<file path="src/rtl/ptc_pkg.sv">
// Shared types and constants for the pressure/temperature compensation pipeline.
`default_nettype none

package ptc_pkg;

  // Field widths
  localparam int RAW_W     = 24;  // raw conversion results
  localparam int CAL_W     = 16;  // factory calibration words
  localparam int DT_W      = 25;  // temperature difference, signed
  localparam int TEMP_W    = 20;  // working temperature, signed
  localparam int TOUT_W    = 19;  // temperature result field
  localparam int P_W       = 32;  // pressure result field
  localparam int TERM_W    = 40;  // offset and sensitivity, signed
  localparam int SQ_W      = 36;  // squared temperature deviations
  localparam int CORR_W    = 39;  // second-order offset/sensitivity terms
  localparam int CFG_IDX_W = 3;

  // Edges from an input transfer to its result strobe
  localparam int LATENCY = 10;

  // Calibration register indexes
  localparam logic [CFG_IDX_W-1:0] REG_PRESSURE_SENSITIVITY   = 3'd0;
  localparam logic [CFG_IDX_W-1:0] REG_PRESSURE_OFFSET        = 3'd1;
  localparam logic [CFG_IDX_W-1:0] REG_SENSITIVITY_TEMP_COEFF = 3'd2;
  localparam logic [CFG_IDX_W-1:0] REG_OFFSET_TEMP_COEFF      = 3'd3;
  localparam logic [CFG_IDX_W-1:0] REG_REFERENCE_TEMPERATURE  = 3'd4;
  localparam logic [CFG_IDX_W-1:0] REG_TEMPERATURE_SLOPE      = 3'd5;

  // Temperature thresholds in hundredths of a degree
  localparam logic signed [TEMP_W-1:0] TEMP_BASE = 20'sd2000;
  localparam logic signed [TEMP_W-1:0] TEMP_COLD = -20'sd1500;

  // Calibration word set
  typedef struct packed {
    logic [CAL_W-1:0] pressure_sensitivity;
    logic [CAL_W-1:0] pressure_offset;
    logic [CAL_W-1:0] sensitivity_temp_coeff;
    logic [CAL_W-1:0] offset_temp_coeff;
    logic [CAL_W-1:0] reference_temperature;
    logic [CAL_W-1:0] temperature_slope;
  } cal_t;

  // Hand-over from the correction stages to the pressure stages
  typedef struct packed {
    logic                     valid;
    logic [RAW_W-1:0]         d1;
    logic signed [TOUT_W-1:0] temp;
    logic signed [TERM_W-1:0] off;
    logic signed [TERM_W-1:0] sens;
  } front_t;

endpackage

`default_nettype wire

</file>
<file path="src/rtl/ptc_back.sv">
// Pressure stages: split D1*SENS product, scaling and result registers.
`default_nettype none

module ptc_back import ptc_pkg::*; (
  input  logic                     clk,
  input  logic                     rst,
  input  front_t                   front,
  output logic                     done,
  output logic signed [TOUT_W-1:0] temperature_centi,
  output logic signed [P_W-1:0]    pressure_pascal
);

  // ---------------- stage 7: D1*SENS as two 24x20 partial products
  logic                     s7_valid;
  logic signed [TOUT_W-1:0] s7_temp;
  logic signed [TERM_W-1:0] s7_off;
  logic [43:0]              s7_pp_lo;
  logic signed [44:0]       s7_pp_hi;

  always_ff @(posedge clk) begin
    if (rst) begin
      s7_valid <= 1'b0;
    end else begin
      s7_valid <= front.valid;
    end
  end

  always_ff @(posedge clk) begin
    s7_temp  <= front.temp;
    s7_off   <= front.off;
    s7_pp_lo <= front.d1 * front.sens[19:0];
    s7_pp_hi <= $signed({1'b0, front.d1}) * $signed(front.sens[TERM_W-1:20]);
  end

  // ---------------- stage 8: recombine the partial products
  logic signed [63:0]       prod_next;
  logic                     s8_valid;
  logic signed [TOUT_W-1:0] s8_temp;
  logic signed [TERM_W-1:0] s8_off;
  logic signed [63:0]       s8_prod;

  assign prod_next = $signed({s7_pp_hi[43:0], 20'b0}) + $signed({20'b0, s7_pp_lo});

  always_ff @(posedge clk) begin
    if (rst) begin
      s8_valid <= 1'b0;
    end else begin
      s8_valid <= s7_valid;
    end
  end

  always_ff @(posedge clk) begin
    s8_temp <= s7_temp;
    s8_off  <= s7_off;
    s8_prod <= prod_next;
  end

  // ---------------- stage 9: truncating divide by 2^21
  logic signed [63:0]       prod_adj, prod_q;
  logic                     s9_valid;
  logic signed [TOUT_W-1:0] s9_temp;
  logic signed [TERM_W-1:0] s9_off;
  logic signed [42:0]       s9_sterm;

  always_comb begin
    prod_adj = s8_prod + (s8_prod[63] ? 64'sd2097151 : 64'sd0);
    prod_q   = prod_adj >>> 21;
  end

  always_ff @(posedge clk) begin
    if (rst) begin
      s9_valid <= 1'b0;
    end else begin
      s9_valid <= s8_valid;
    end
  end

  always_ff @(posedge clk) begin
    s9_temp  <= s8_temp;
    s9_off   <= s8_off;
    s9_sterm <= prod_q[42:0];
  end

  // ---------------- stage 10: subtract OFF, truncating divide by 2^15
  logic signed [43:0] diff, diff_adj, p_q;

  always_comb begin
    diff     = $signed({s9_sterm[42], s9_sterm}) - $signed({{4{s9_off[TERM_W-1]}}, s9_off});
    diff_adj = diff + (diff[43] ? 44'sd32767 : 44'sd0);
    p_q      = diff_adj >>> 15;
  end

  always_ff @(posedge clk) begin
    if (rst) begin
      done <= 1'b0;
    end else begin
      done <= s9_valid;
    end
  end

  always_ff @(posedge clk) begin
    temperature_centi <= s9_temp;
    pressure_pascal   <= p_q[P_W-1:0];
  end

endmodule

`default_nettype wire

</file>
<file path="config.mk">
export PLATFORM = sky130hd
export DESIGN_NAME = ptc_back
export DESIGN_NICKNAME = d
export VERILOG_FILES = /design/src/rtl/ptc_pkg.sv /design/src/rtl/ptc_back.sv
export SDC_FILE = /design/constraint.sdc
export NUM_CORES = 2
export LEC_CHECK = 0
export ABC_AREA = 1
export BUFFER_PORTS_ARGS = -buffer_cell sky130_fd_sc_hd__buf_2
export CAP_MARGIN = 40
export CORE_AREA = 2 2 275 277
export CTS_CLUSTER_DIAMETER = 120
export DETAILED_ROUTE_END_ITERATION = 12
export DIE_AREA = 0 0 277 279
export GPL_ROUTABILITY_DRIVEN = 0
export PLACE_DENSITY_LB_ADDON = 0.1
export SLEW_MARGIN = 25
export SYNTH_ARGS = -nofsm -noshare
export SYNTH_HDL_FRONTEND = slang
export SYNTH_SLANG_ARGS = --single-unit
</file>
<file path="constraint.sdc">
create_clock -name clk -period 11.4 [get_ports clk]
set_clock_uncertainty 0.1 [all_clocks]
set_input_delay 0 -clock clk [delete_from_list [all_inputs] [get_ports clk]]
set_output_delay 0 -clock clk [all_outputs]
set_load 0.1 [all_outputs]
</file>
* Yosys cells after proc, flatten, opt, wreduce, memory -nomap -nowiden
Index checks and enable logic that the tools add are counted.
** Storage, ports and cells
- Register bits :: 424
- Input port bits :: 126
- Output and inout bits :: 52
- Logic and storage cells :: 24
** Operators by class
- $add $sub $neg :: 4
- $mul :: 2
- Multiplexer cells :: 2
** Operators by type and width (count)
- 64-bit by 22-bit adder with 64-bit output :: 1
- 64-bit by 45-bit adder with 64-bit output :: 1
- 44-bit by 16-bit adder with 44-bit output :: 1
- 24-bit by 20-bit multiplier with 44-bit output :: 1
- 25-bit by 20-bit multiplier with 44-bit output :: 1
- 43-bit by 40-bit subtractor with 44-bit output :: 1
- 21-bit 2-to-1 mux :: 1
- 15-bit 2-to-1 mux :: 1

* Logic depth before layout (Yosys ltp)
- Depth in word-level cells :: 3
- Mapped depth :: 29
- Depth with buffers taken out :: 28

* Worst setup path after synthesis
OpenSTA, ideal clock, no wires.
- Path kind :: input port to flip-flop
- From :: input port front[23] (netlist bit)
- To :: register s7_pp_hi[42]
- Setup time :: 72 ps
- Arrival time :: 5595 ps
- Required time :: 11228 ps
- Setup slack :: 5634 ps
- Stages :: 28
- Buffers on the path :: 1
- Path through :: clkbuf_1 > nand2_1 > inv_1 > fa_1 > fa_1 > inv_1 > fa_1 > inv_1 > fa_1 > inv_1 > fa_1 > inv_1 > fa_1 > inv_1 > fa_1 > inv_1 > ha_1 > nand2_1 > nor2_1 > nand2_1 > nand2_1 > nand2_1 > o211ai_1 > a21oi_1 > o21ai_0 > nand3_1 > a21oi_1 > xor2_1
** On the way
- Cells in the longest elaborated chain, start to end :: 1
** Ends and longest elaborated chain
- from (decl) :: line ptc_back.sv:7 : input front_t front,
- 25-bit by 20-bit multiplier with 44-bit output :: line ptc_back.sv:32 : s7_pp_hi <= $signed({1'b0, front.d1}) * $signed(front.sens[TERM_W-1:20]);
- to (signal assigned) :: line ptc_back.sv:32
- to (decl) :: line ptc_back.sv:18 : logic signed [44:0] s7_pp_hi;
No other way between the ends.
A chain may end at the register's enable or synchronous reset.

* Worst setup path in the final report
- From :: input port front[109] (netlist bit)
- To :: register s7_pp_hi[42]
Same word-level chain as after synthesis.

==> impl_results.md <==
* Maximum clock frequency at roughly 160 MHz
* Crit path max fanout at 40
* DIE WIDTH at roughly 280 µm
* H-tree depth at 2
* Port bufs at 177
* Routed wire length at approximately 130000 µm
* Post-layout min period at 6.20 ns
* Post-CTS Setup Repair Bufs at 0
* Num ports at about 180
* Die ar. at between 0.07 and 0.08 mm²
* CTS root buf: clkbuf_16
* Most frequent cells in the layout: 1676 x inv_1, 1507 x nand2_1, 787 x fa_1, 430 x ha_1, 424 x dfxtp_1
* GRT Util Overall at 0.343
* CP startpoint: front[109]
* Pre-Repair DR Iteration Count at 6
* Setup violators final at 0
* Fin nets at 7758
* First-pass GRT wire length at between 200000 and 250000 µm
* Slew Limit Fails at 0
* Slew at the pin closest to its max-slew limit at roughly 0.8 ns
* Maximum clock path buffer count at 3
* Layout cells sized above 1 at 0.0559
* CTS sink count at between 400 and 500
* Syn Nets at 7575
* WP data arrival at between 6 and 7 ns
* WP data required at around 12 ns
* Maxcap violations at 0
* Grt ovf at 0
* Synthesized area at roughly 0.049 mm²
* Critical Setup Path Class: input port to flip-flop
* Cts hold-fix bufs at approximately 120
* WHS Path Cells at 2
* Area growth, synth to finish at 8.57%
* Slew HR at 0.475
* Post-synthesis async set-or-reset flop share at 0
* Final Cell Area at between 0.05 and 0.06 mm²
* Commonest non-fill, non-tap cell in the layout: inv_1
* Fin Setup TNS at 0 ns
* RSZ-0062 raised after global routing: no
* Post-synth EDFFs at 0
* Number of nets with antenna violations after routing at 0
* Clock Latency Late Sink at 0.57 ns
* Routed vias at ~40000
* DP Area at just over 0.05 mm²
* Die height at between 200 and 300 µm
* Flop2flop setup slack at 6.76 ns
* Worst hold path type: input port to flip-flop
* Top FF cell, synth: dfxtp_1
* R2R cell count at 22
* Post-Synthesis Cells at between 6000 and 7000
* Reg clk slew, reported paths at about 0.07 ns
* Row cnt at 100
* CTS Buf Count at 38
* Startpoint types: input port
* Initial Utilization at 0.666
* R2r endpoint: pressure_pascal[24]$_DFF_P_
* Crit path capture: s7_pp_hi[42]$_DFF_P_
* CTS tree: built
* Vias in the first global route at 41900
* Initial DRC Count at 2772
* Reg-to-reg startpoint: s9_off[13]$_DFF_P_
* Vias/cell at roughly 5.4
* Per-cell routed wire length at 17.4 µm
* Worst setup EP type: flip-flop
* Yosys warns at 0
* Pin count of the biggest net entering global routing at 41
* Sequential fraction of the synthesis area at 0.172
* DP HPWL at roughly 96000 µm
* DRC errors left at 0
* Crit share post-route at 0.543
* Final Hold Violating Endpoints at 0
* Post-CTS Resized at 0
* Core area at around 0.074 mm²
* Initial antenna violation count at 1
* Synthesized area per cell at 7.91 µm²
* Synth cell types at between 50 and 60
* FF+latch count, synth at between 400 and 500
* Outcome: finished clean
==> cell type report <==
type / count / area [µm²]
inverters: 1693 / 6350
multi-input cells: 3934 / 33800
fillers: 5982 / 20600
clock inverters: 22 / 307
flip-flops and latches: 424 / 8490
diodes: 1 / 2.50
repair buffers: 324 / 2360
well taps: 969 / 1210
clock buffers: 47 / 1040
==> how the worst min path moves through the flow <==
stage,slack [ns],startpoint,endpoint
after floorplan,-0.07,front[40],s7_off[0]$_DFF_P_
after global placement,0.002,front[60],s7_off[20]$_DFF_P_
after detailed placement,0.004,front[54],s7_off[14]$_DFF_P_
after CTS,0.003,front[51],s7_off[11]$_DFF_P_
after global routing,0.02,front[51],s7_off[11]$_DFF_P_
final,0.02,front[51],s7_off[11]$_DFF_P_
==> stage by stage <==
step           hold WS (ns)  cells   util  setup slack (ns)
2_1_floorplan       -0.0723   6232      -              5.63
3_3_place_gp        0.00223   7218  0.687              4.71
3_5_place_dp        0.00357   7222  0.688              4.74
4_1_cts             0.00290   7412  0.722              5.30
5_1_grt              0.0201   7414  0.723              4.81
6_report             0.0206   7414  0.723              5.20
==> cell families (layout without fill, tap and decap cells) <==
logic type | Yosys count | after routing | synth area share
and+or+nand+nor | 2098 | 2098 | 0.173
xor gates and xnor gates | 195 | 195 | 0.0351
DFF | 424 | 424 | 0.172
AOI/OAI and AO/OA | 424 | 424 | 0.0475
adders and majority gates | 1217 | 1217 | 0.429
other | 0 | 1 | 0
buffers and inverters | 1874 | 2086 | 0.143
==> sequential cells by signal, indices dropped and copies added (netlist names), 19 cells and up <==
name / cells
s9_off: 40
s7_off: 40
s7_pp_lo: 44
s8_prod: 64
s9_sterm: 43
s7_temp: 19
s8_temp: 19
temperature_centi: 19
pressure_pascal: 29
s9_temp: 19
s7_pp_hi: 44
s8_off: 40
==> cells in the mapped netlist, types with 4 or more instances <==
| master | count | area, µm² |
|---|---|---|
| a21boi_0 | 5 | 37.5 |
| a21o_1 | 12 | 90.1 |
| a21oi_1 | 227 | 1140 |
| a31oi_1 | 30 | 188 |
| and3_1 | 5 | 31.3 |
| clkbuf_1 | 176 | 661 |
| dfxtp_1 | 424 | 8490 |
| fa_1 | 787 | 15800 |
| ha_1 | 430 | 5380 |
| inv_1 | 1676 | 6290 |
| inv_2 | 16 | 60.1 |
| nand2_1 | 1507 | 5660 |
| nand2_2 | 27 | 169 |
| nand2_4 | 4 | 45.0 |
| nand3_1 | 110 | 551 |
| nand3b_1 | 6 | 45.0 |
| nand4_1 | 49 | 307 |
| nor2_1 | 291 | 1090 |
| nor2_2 | 8 | 50.1 |
| nor2_4 | 6 | 67.6 |
| nor3_1 | 42 | 210 |
| nor4_1 | 15 | 93.8 |
| o21a_1 | 13 | 97.6 |
| o21ai_0 | 96 | 480 |
| o21ai_1 | 8 | 40.0 |
| o21bai_1 | 15 | 113 |
| o31ai_1 | 4 | 30.0 |
| or2_2 | 15 | 93.8 |
| xnor2_1 | 59 | 517 |
| xor2_1 | 133 | 1160 |
==> worst max-delay path, stage by stage <==
cell     delay [ns]
buf_2          0.08
buf_4          0.62
nand2_1        0.19
fa_1           0.58
inv_1          0.05
fa_1           0.48
fa_1           0.58
fa_1           0.45
fa_1           0.46
fa_1           0.49
inv_1          0.05
fa_1           0.52
inv_1          0.06
ha_1           0.39
nand2_1        0.11
nor2_1         0.10
inv_1          0.06
nor2_1         0.14
and3_1         0.17
a21oi_1        0.12
o21ai_0        0.38
nand3_1        0.13
a21oi_1        0.20
xor2_1         0.16
==> layer usage <==
metal | up-vias | routed length (µm) | GRT usage
li1 | 18500 | - | -
met3 | 382 | 12000 | 0.0641
met5 | - | 0 | 0
met2 | 1746 | 61000 | 0.592
met1 | 19100 | 49400 | 0.424
met4 | 0 | 6390 | 0.144
Power is not shown: default switching activity piles up to over one toggle a cycle in this logic, so the estimate is an artifact.
