### src/rtl/ptc_pkg.sv
// Shared types and constants for the pressure/temperature compensation pipeline.
`default_nettype none

package ptc_pkg;

  // Field widths
  localparam int RAW_W     = 24;  // raw conversion results
  localparam int CAL_W     = 16;  // factory calibration words
  localparam int DT_W      = 25;  // temperature difference, signed
  localparam int TEMP_W    = 20;  // working temperature, signed
  localparam int TOUT_W    = 19;  // temperature result field
  localparam int P_W       = 32;  // pressure result field
  localparam int TERM_W    = 40;  // offset and sensitivity, signed
  localparam int SQ_W      = 36;  // squared temperature deviations
  localparam int CORR_W    = 39;  // second-order offset/sensitivity terms
  localparam int CFG_IDX_W = 3;

  // Edges from an input transfer to its result strobe
  localparam int LATENCY = 10;

  // Calibration register indexes
  localparam logic [CFG_IDX_W-1:0] REG_PRESSURE_SENSITIVITY   = 3'd0;
  localparam logic [CFG_IDX_W-1:0] REG_PRESSURE_OFFSET        = 3'd1;
  localparam logic [CFG_IDX_W-1:0] REG_SENSITIVITY_TEMP_COEFF = 3'd2;
  localparam logic [CFG_IDX_W-1:0] REG_OFFSET_TEMP_COEFF      = 3'd3;
  localparam logic [CFG_IDX_W-1:0] REG_REFERENCE_TEMPERATURE  = 3'd4;
  localparam logic [CFG_IDX_W-1:0] REG_TEMPERATURE_SLOPE      = 3'd5;

  // Temperature thresholds in hundredths of a degree
  localparam logic signed [TEMP_W-1:0] TEMP_BASE = 20'sd2000;
  localparam logic signed [TEMP_W-1:0] TEMP_COLD = -20'sd1500;

  // Calibration word set
  typedef struct packed {
    logic [CAL_W-1:0] pressure_sensitivity;
    logic [CAL_W-1:0] pressure_offset;
    logic [CAL_W-1:0] sensitivity_temp_coeff;
    logic [CAL_W-1:0] offset_temp_coeff;
    logic [CAL_W-1:0] reference_temperature;
    logic [CAL_W-1:0] temperature_slope;
  } cal_t;

  // Hand-over from the correction stages to the pressure stages
  typedef struct packed {
    logic                     valid;
    logic [RAW_W-1:0]         d1;
    logic signed [TOUT_W-1:0] temp;
    logic signed [TERM_W-1:0] off;
    logic signed [TERM_W-1:0] sens;
  } front_t;

endpackage

`default_nettype wire

### src/rtl/ptc_cal_regs.sv
// Calibration word register file with its write channel.
`default_nettype none

module ptc_cal_regs import ptc_pkg::*; (
  input  logic                 clk,
  input  logic                 rst,
  input  logic                 cfg_valid,
  output logic                 cfg_ready,
  input  logic [CFG_IDX_W-1:0] cfg_index,
  input  logic [CAL_W-1:0]     cfg_data,
  output cal_t                 cal
);

  // Writes are always taken
  assign cfg_ready = 1'b1;

  // Register write; indexes past the list are dropped
  always_ff @(posedge clk) begin
    if (rst) begin
      cal <= '0;
    end else if (cfg_valid && cfg_ready) begin
      unique case (cfg_index)
        REG_PRESSURE_SENSITIVITY:   cal.pressure_sensitivity   <= cfg_data;
        REG_PRESSURE_OFFSET:        cal.pressure_offset        <= cfg_data;
        REG_SENSITIVITY_TEMP_COEFF: cal.sensitivity_temp_coeff <= cfg_data;
        REG_OFFSET_TEMP_COEFF:      cal.offset_temp_coeff      <= cfg_data;
        REG_REFERENCE_TEMPERATURE:  cal.reference_temperature  <= cfg_data;
        REG_TEMPERATURE_SLOPE:      cal.temperature_slope      <= cfg_data;
        default: ;
      endcase
    end
  end

endmodule

`default_nettype wire

### config.mk
export PLATFORM = sky130hd
export DESIGN_NAME = ptc_cal_regs
export DESIGN_NICKNAME = d
export VERILOG_FILES = /design/src/rtl/ptc_pkg.sv /design/src/rtl/ptc_cal_regs.sv
export SDC_FILE = /design/constraint.sdc
export NUM_CORES = 1
export LEC_CHECK = 0
export BUFFER_PORTS_ARGS = -buffer_cell sky130_fd_sc_hd__buf_2
export CAP_MARGIN = 20
export CORE_MARGIN = 3
export CORE_UTILIZATION = 46
export DETAILED_ROUTE_END_ITERATION = 8
export PLACE_DENSITY = 0.81
export SLEW_MARGIN = 30
export SYNTH_ARGS = -nofsm -noshare
export SYNTH_HDL_FRONTEND = slang
export SYNTH_SLANG_ARGS = --single-unit
### constraint.sdc
create_clock -name clk -period 1.2 [get_ports clk]
set_clock_uncertainty 0.1 [all_clocks]
set_input_delay 0.18 -clock clk [delete_from_list [all_inputs] [get_ports clk]]
set_output_delay 0.18 -clock clk [all_outputs]
set_load 0.02 [all_outputs]
Yosys cells after proc, flatten, opt, wreduce, memory -nomap -nowiden
Index checks and enable logic that the tools add are counted.
{ "totals": {"reg_bits": 96, "in_bits": 22, "elab_cells": 18} }
{ "op_classes": {"n_eq_ne": 5, "n_reduce_logical": 7} }
{ "op_table": {"columns": ["cell", "n"], "rows": [
  ["$reduce_and 2->1", 6],
  ["$eq 3x2->1 const B", 2],
  ["$eq 3x3->1 const B", 2],
  ["$eq 3x1->1 const B", 1],
  ["$logic_not 3->1", 1]
]} }

Depth between registers and ports, before layout
Gate-level depths: netlist of run 1.
{ "logic_depth": {"depth_word": 2, "mapped_depth": 4, "depth_no_buf": 2} }

Least setup slack after synthesis of run 1
Ideal clock, no wire load.
{ "synth_timing": {"path_type": "input to register", "start": "input port cfg_index[1]", "end": "register cal[85] (netlist bit)", "setup_time_ns": 0.124, "t_arrival_ns": 1.079, "required_time_ns": 0.976, "path_slack_ns": -0.103, "stages": 4, "n_path_buf": 2, "cell_sequence": "or4b_1 > buf_2 > buf_6 > mux2i_1"} }
{ "synth_between": {"elab_chain_cells": 2} }
{ "synth_lines": {"columns": ["item", "line", "text"], "rows": [
  ["start: declaration", "ptc_cal_regs.sv:9", "input logic [CFG_IDX_W-1:0] cfg_index,"],
  ["$logic_not 3->1", "ptc_cal_regs.sv:22", "unique case (cfg_index)"],
  ["$reduce_and 2->1 (no source line)", null, null],
  ["end: declaration", "ptc_cal_regs.sv:11", "output cal_t cal"]
]} }
No other way between the ends.
A chain may end at the register's enable or synchronous reset.

Worst setup path in the final report of run 1
{ "layout_timing": {"start": "register cal[90] (netlist bit)", "end": "output port cal[90] (netlist bit)"} }
No word-level cell between the ends.

==> results of run 1 <==
==> power by group through the flow <==
stage,clock (mW),combinational (mW),sequential [mW]
6_report,2.10,0.577,3.29
5_1_grt,2.24,0.617,3.30
4_1_cts,2.13,0.578,3.29
3_5_place_dp,0,0.576,3.36
3_3_place_gp,0,0.563,3.36
2_1_floorplan,0,0.259,3.45
==> final cells by class <==
class,count,area (sq um)
clock buffers,10,138
flip-flops and latches,96,1920
repair buffers,136,843
multi-input cells,217,1750
clock inverters,5,57.6
fillers,673,3010
well taps,102,128
==> layout by cell type (no fill, tap or decap) <==
cell type,count
nand2b_1,112
buf_2,106
mux2i_1,96
dfxtp_1,96
buf_4,23
clkbuf_8,10
buf_12,7
nand4bb_1,3
nand4b_1,2
clkinv_4,2
clkinv_2,2
nor4b_2,1
and4bb_2,1
or4b_1,1
conb_1,1
bufinv_16,1
==> worst max-delay path by stage <==
stage	startpoint	end	cells after the start
floorplan	cfg_index[1]	cal[85]$_SDFFE_PP0P_	4
global placement	cfg_index[1]	cal[93]$_SDFFE_PP0P_	4
detailed placement	cfg_index[1]	cal[94]$_SDFFE_PP0P_	4
CTS	cal[23]$_SDFFE_PP0P_	cal[23]	1
global route	cal[3]$_SDFFE_PP0P_	cal[3]	1
finish	cal[90]$_SDFFE_PP0P_	cal[90]	1
==> stage by stage <==
stage	utilization	hold slack (ns)	instances
final	0.617	0.129	566
after global routing	0.617	0.166	566
after CTS	0.614	0.128	566
after detailed placement	0.589	0.362	551
after global placement	0.589	0.356	551
after floorplan	-	0.298	338
==> worst reg2reg max path, cell delays in order, from the launching register on <==
cell and delay [ns]:
dfxtp_1 0.35, nand2b_1 0.07, mux2i_1 0.16
==> layer usage <==
layer,vias up,global-route usage,share of wire
met5,-,0,0
met4,0,0.0864,0.027
met3,15,0.0454,0.044
met2,66,0.321,0.48
met1,1321,0.222,0.45
li1,1365,-,-
==> cell families (layout without fill, tap and decap cells) <==
kind of cell	after synthesis	in the layout
AND/OR/NAND/NOR	120	120
multiplexers	96	96
flip-flops	96	96
buffers and inverters	25	151
other	1	1
==> timing repair <==
action                                  CTS  global route
gates resized for setup                   0            11
endpoints found under the hold margin     0             0
endpoints found under the setup margin    0            11
==> flow_summary.json, run 1 <==
{
  "drt_iter0_drc": 76,
  "power_density_nw_per_um2": 1230,
  "antenna_found_initial": 0,
  "post-place-ws_ns": -0.244,
  "yosys_warnings": 0,
  "synth_area_sq_um": 3790,
  "port_buffers": 117,
  "synth_top_family_by_area": "multiplexers",
  "crit_type": "flip-flop to primary output",
  "ant_nets": 0,
  "maxSlewViolCount": 0,
  "reg2reg_depth": 2,
  "r2r-start": "cal[94]$_SDFFE_PP0P_",
  "critPathMaxFanout": 2,
  "hpwl_microns": 6600,
  "clock-sinks": 96,
  "largest_register": "cal",
  "critical_path.top_delay_family": "flip-flops",
  "p_sw_mw": 1.44,
  "reg2reg_to": "cal[94]$_SDFFE_PP0P_",
  "layout_setup_ws_ns": 0.0289,
  "hold_path_depth": 3,
  "insertion_delay_ns": 0.36,
  "status": "finished, final reports clean",
  "die_area_sq_um": 9370,
  "ys_async_sr_fraction": 0,
  "arrival_ns": 0.89,
  "nets": 482,
  "final_hold_viol_count": 0,
  "num_rows": 32,
  "largest_reg_flops": 96,
  "cts_tree": "built",
  "ys_seq_elements": 96,
  "cts_made_buffers": 9,
  "synth-edff-count": 0,
  "reg_top3": "cal (96)",
  "firstDrtPassIters": 4,
  "grt_pass1_vias": 2863,
  "synth.most_common_cell": "nand2b_1",
  "yosys.area_share.simple": 0.208,
  "post_dp_cell_area_sq_um": 4620,
  "rrSetupSlack_ns": 0.45,
  "synth_top_area_cell": "dfxtp_1",
  "start_kind": "flip-flop",
  "root_buffer": "clkbuf_8",
  "synth_area_leaders": "dfxtp_1 (51%), mux2i_1 (25%), nand2b_1 (18%)",
  "syn-num-nets": 360,
  "clock_path_buffers": 2,
  "wl_per_cell_microns": 15.9,
  "htree_levels": 3,
  "crit_buf_inv": 1,
  "min_to": "cal[47]$_SDFFE_PP0P_",
  "overflow": 0,
  "hold_start": "cfg_data[15]",
  "post_cts_buffers": 0,
  "total_power_mw": 5.97,
  "drive_above_1_share": 0.330,
  "synthMuxAreaShare": 0.253,
  "end_kind": "primary output",
  "synth_top_area_frac": 0.507,
  "period_share": 0.976,
  "drv_cap": 0,
  "n_antenna_cell": 0,
  "grtUsageTotal": 0.188,
  "combPwrFrac": 0.097,
  "core_area_sq_um": 7850,
  "fin_crit_ns": 1.17,
  "synth-compound-area-share": 0,
  "syn_area_per_cell_sq_um": 11.2,
  "cp_slowest_cell": "dfxtp_1",
  "cellLeakagePower_nw": 2.60,
  "crit_chain": "buf_2",
  "die_w_microns": 96.8,
  "drt-total-wl_microns": 9000,
  "ys.flop_type": "dfxtp_1",
  "synthAdderAreaFrac": 0,
  "path_clk_slew_ns": 0.10,
  "vias": 2767,
  "hold_path.class": "input pin to flip-flop",
  "design.portCount": 119,
  "holdBufCountCts": 0,
  "drc_errors": 0,
  "setup_viol": 0,
  "max_freq_ghz": 0.854,
  "required_ns": 0.92,
  "seq_power_share": 0.552,
  "yosysSeqAreaShare": 0.507,
  "ir_drop_v": 0.000745,
  "grt_pass1_wl_microns": 14300,
  "synth_cell_types": 13,
  "tns_ns": 0,
  "intPower_mw": 4.52,
  "clkPwrFrac": 0.352,
  "switching_share": 0.242,
  "final_area_sq_um": 4840,
  "viasPerCell": 4.89,
  "grt_start_max_net_pins": 34,
  "routabilityCongestion": 0.818,
  "start_util": 0.483,
  "max_stage_delay_ns": 0.36,
  "area_growth_pct": 27.6,
  "synthTopCellsByCount": "nand2b_1 (112), dfxtp_1 (96), mux2i_1 (96)",
  "rsz0062_at_grt": "false",
  "die_h_microns": 96.8,
  "synth_xor_area_frac": 0,
  "postSynthCellCount": 338
}
Power figures use the tool's default switching activity.
==> inputs of run 2 (changes only) <==
REMOVE_ABC_BUFFERS = 1   (was not set)
==> flow_summary.json, run 2 (synthesis gave the netlist of run 1 again) <==
{
  "clock-sinks": 96,
  "cp_slowest_cell": "dfxtp_1",
  "place_inst": 556,
  "fin_crit_ns": 1.16,
  "drv_cap": 0,
  "firstDrtPassIters": 4,
  "vias": 2796,
  "crit_chain": "buf_4",
  "critPathMaxFanout": 2,
  "rrSetupSlack_ns": 0.46,
  "max_stage_delay_ns": 0.38,
  "drt_iter0_drc": 66,
  "rsz0062_at_grt": "false",
  "insertion_delay_ns": 0.35,
  "antenna_found_initial": 0,
  "cts_made_buffers": 9,
  "status": "finished, final reports clean",
  "overflow": 0,
  "post_cts_buffers": 0,
  "period_share": 0.969,
  "grtUsageTotal": 0.187,
  "cp.depth": 1,
  "reg_top3": "cal (96)",
  "ant_nets": 0,
  "largest_register": "cal",
  "htree_levels": 3,
  "start_util": 0.483,
  "power_density_nw_per_um2": 1240,
  "end_kind": "primary output",
  "drt-total-wl_microns": 8770,
  "nets": 487,
  "routabilityCongestion": 0.831,
  "die_h_microns": 96.8,
  "wl_per_cell_microns": 15.3,
  "reg2reg_to": "cal[10]$_SDFFE_PP0P_",
  "cellLeakagePower_nw": 2.60,
  "arrival_ns": 0.88,
  "stdcell_count": 572,
  "die_w_microns": 96.8,
  "reg2reg_depth": 2,
  "n_antenna_cell": 0,
  "grt_pass1_wl_microns": 14300,
  "required_ns": 0.92,
  "crit_start": "cal[53]$_SDFFE_PP0P_",
  "drive_above_1_share": 0.336,
  "setup_viol": 0,
  "ir_drop_v": 0.000616,
  "post_cts_resized": 0,
  "hpwl_microns": 6380,
  "die_area_sq_um": 9370,
  "root_buffer": "clkbuf_8",
  "grt_pass1_vias": 2753,
  "viasPerCell": 4.89,
  "drc_errors": 0,
  "holdBufCountCts": 0,
  "r2r-start": "cal[10]$_SDFFE_PP0P_",
  "port_buffers": 117,
  "design.portCount": 119,
  "largest_reg_flops": 96,
  "crit_buf_inv": 1,
  "layout_setup_ws_ns": 0.0375,
  "num_rows": 32,
  "path_clk_slew_ns": 0.09,
  "core_area_sq_um": 7850,
  "crit_type": "flip-flop to primary output",
  "cts_tree": "built",
  "post-place-ws_ns": -0.212,
  "start_kind": "flip-flop",
  "postLayoutCoreUtil": 0.621,
  "endpoint": "cal[53]",
  "final_hold_viol_count": 0,
  "total_power_mw": 6.04,
  "hold_path.class": "input pin to flip-flop",
  "final_cell_mix": "nand2b_1 (112), buf_2 (104), mux2i_1 (96), dfxtp_1 (96), buf_4 (31)",
  "grt_start_max_net_pins": 42,
  "final_common_cell": "nand2b_1",
  "area_growth_pct": 28.4,
  "critical_path.top_delay_family": "flip-flops",
  "clock_path_buffers": 2,
  "max_freq_ghz": 0.860,
  "maxSlewViolCount": 0
}
-- run 2: metrics by stage --
step	TNS, ns	instance area [sq um]	hold slack, ns
finish	0	4870	0.110
global route	0	4870	0.138
CTS	0	4840	0.107
detailed placement	-5.89	4630	0.357
global placement	-3.95	4630	0.354
floorplan	-19.07	3680	0.260
-- run 2: worst min-delay path by stage --
stage	from	to	slack, ns	cells past startpoint
global placement	cal[78]$_SDFFE_PP0P_	cal[78]$_SDFFE_PP0P_	0.35	2
floorplan	rst	cal[67]$_SDFFE_PP0P_	0.26	2
global route	cfg_data[7]	cal[87]$_SDFFE_PP0P_	0.14	3
CTS	cfg_data[7]	cal[39]$_SDFFE_PP0P_	0.11	3
finish	cfg_data[14]	cal[94]$_SDFFE_PP0P_	0.11	3
detailed placement	cal[76]$_SDFFE_PP0P_	cal[76]$_SDFFE_PP0P_	0.36	2
-- run 2: layout make-up --
class                   count  area [sq um]
multi-input cells         217          1750
clock buffers              12           155
fillers                   678          2980
flip-flops and latches     96          1920
well taps                 102           128
clock inverters             4          51.3
repair buffers            141           861
-- run 2: power breakdown --
group,total [mW],internal [mW],leakage [nW],switching [mW]
clock network,2.17,1.08,0.103,1.09
logic,0.577,0.264,1.72,0.313
registers,3.29,3.25,0.777,0.0369
-- run 2: per-layer routing --
metal	routed length [microns]	vias up	track usage	part of all wire
li1	-	1375	-	-
met1	4150	1320	0.252	0.47
met2	3940	89	0.293	0.45
met3	556	12	0.0548	0.063
met4	121	0	0.0518	0.014
met5	0	-	0	0
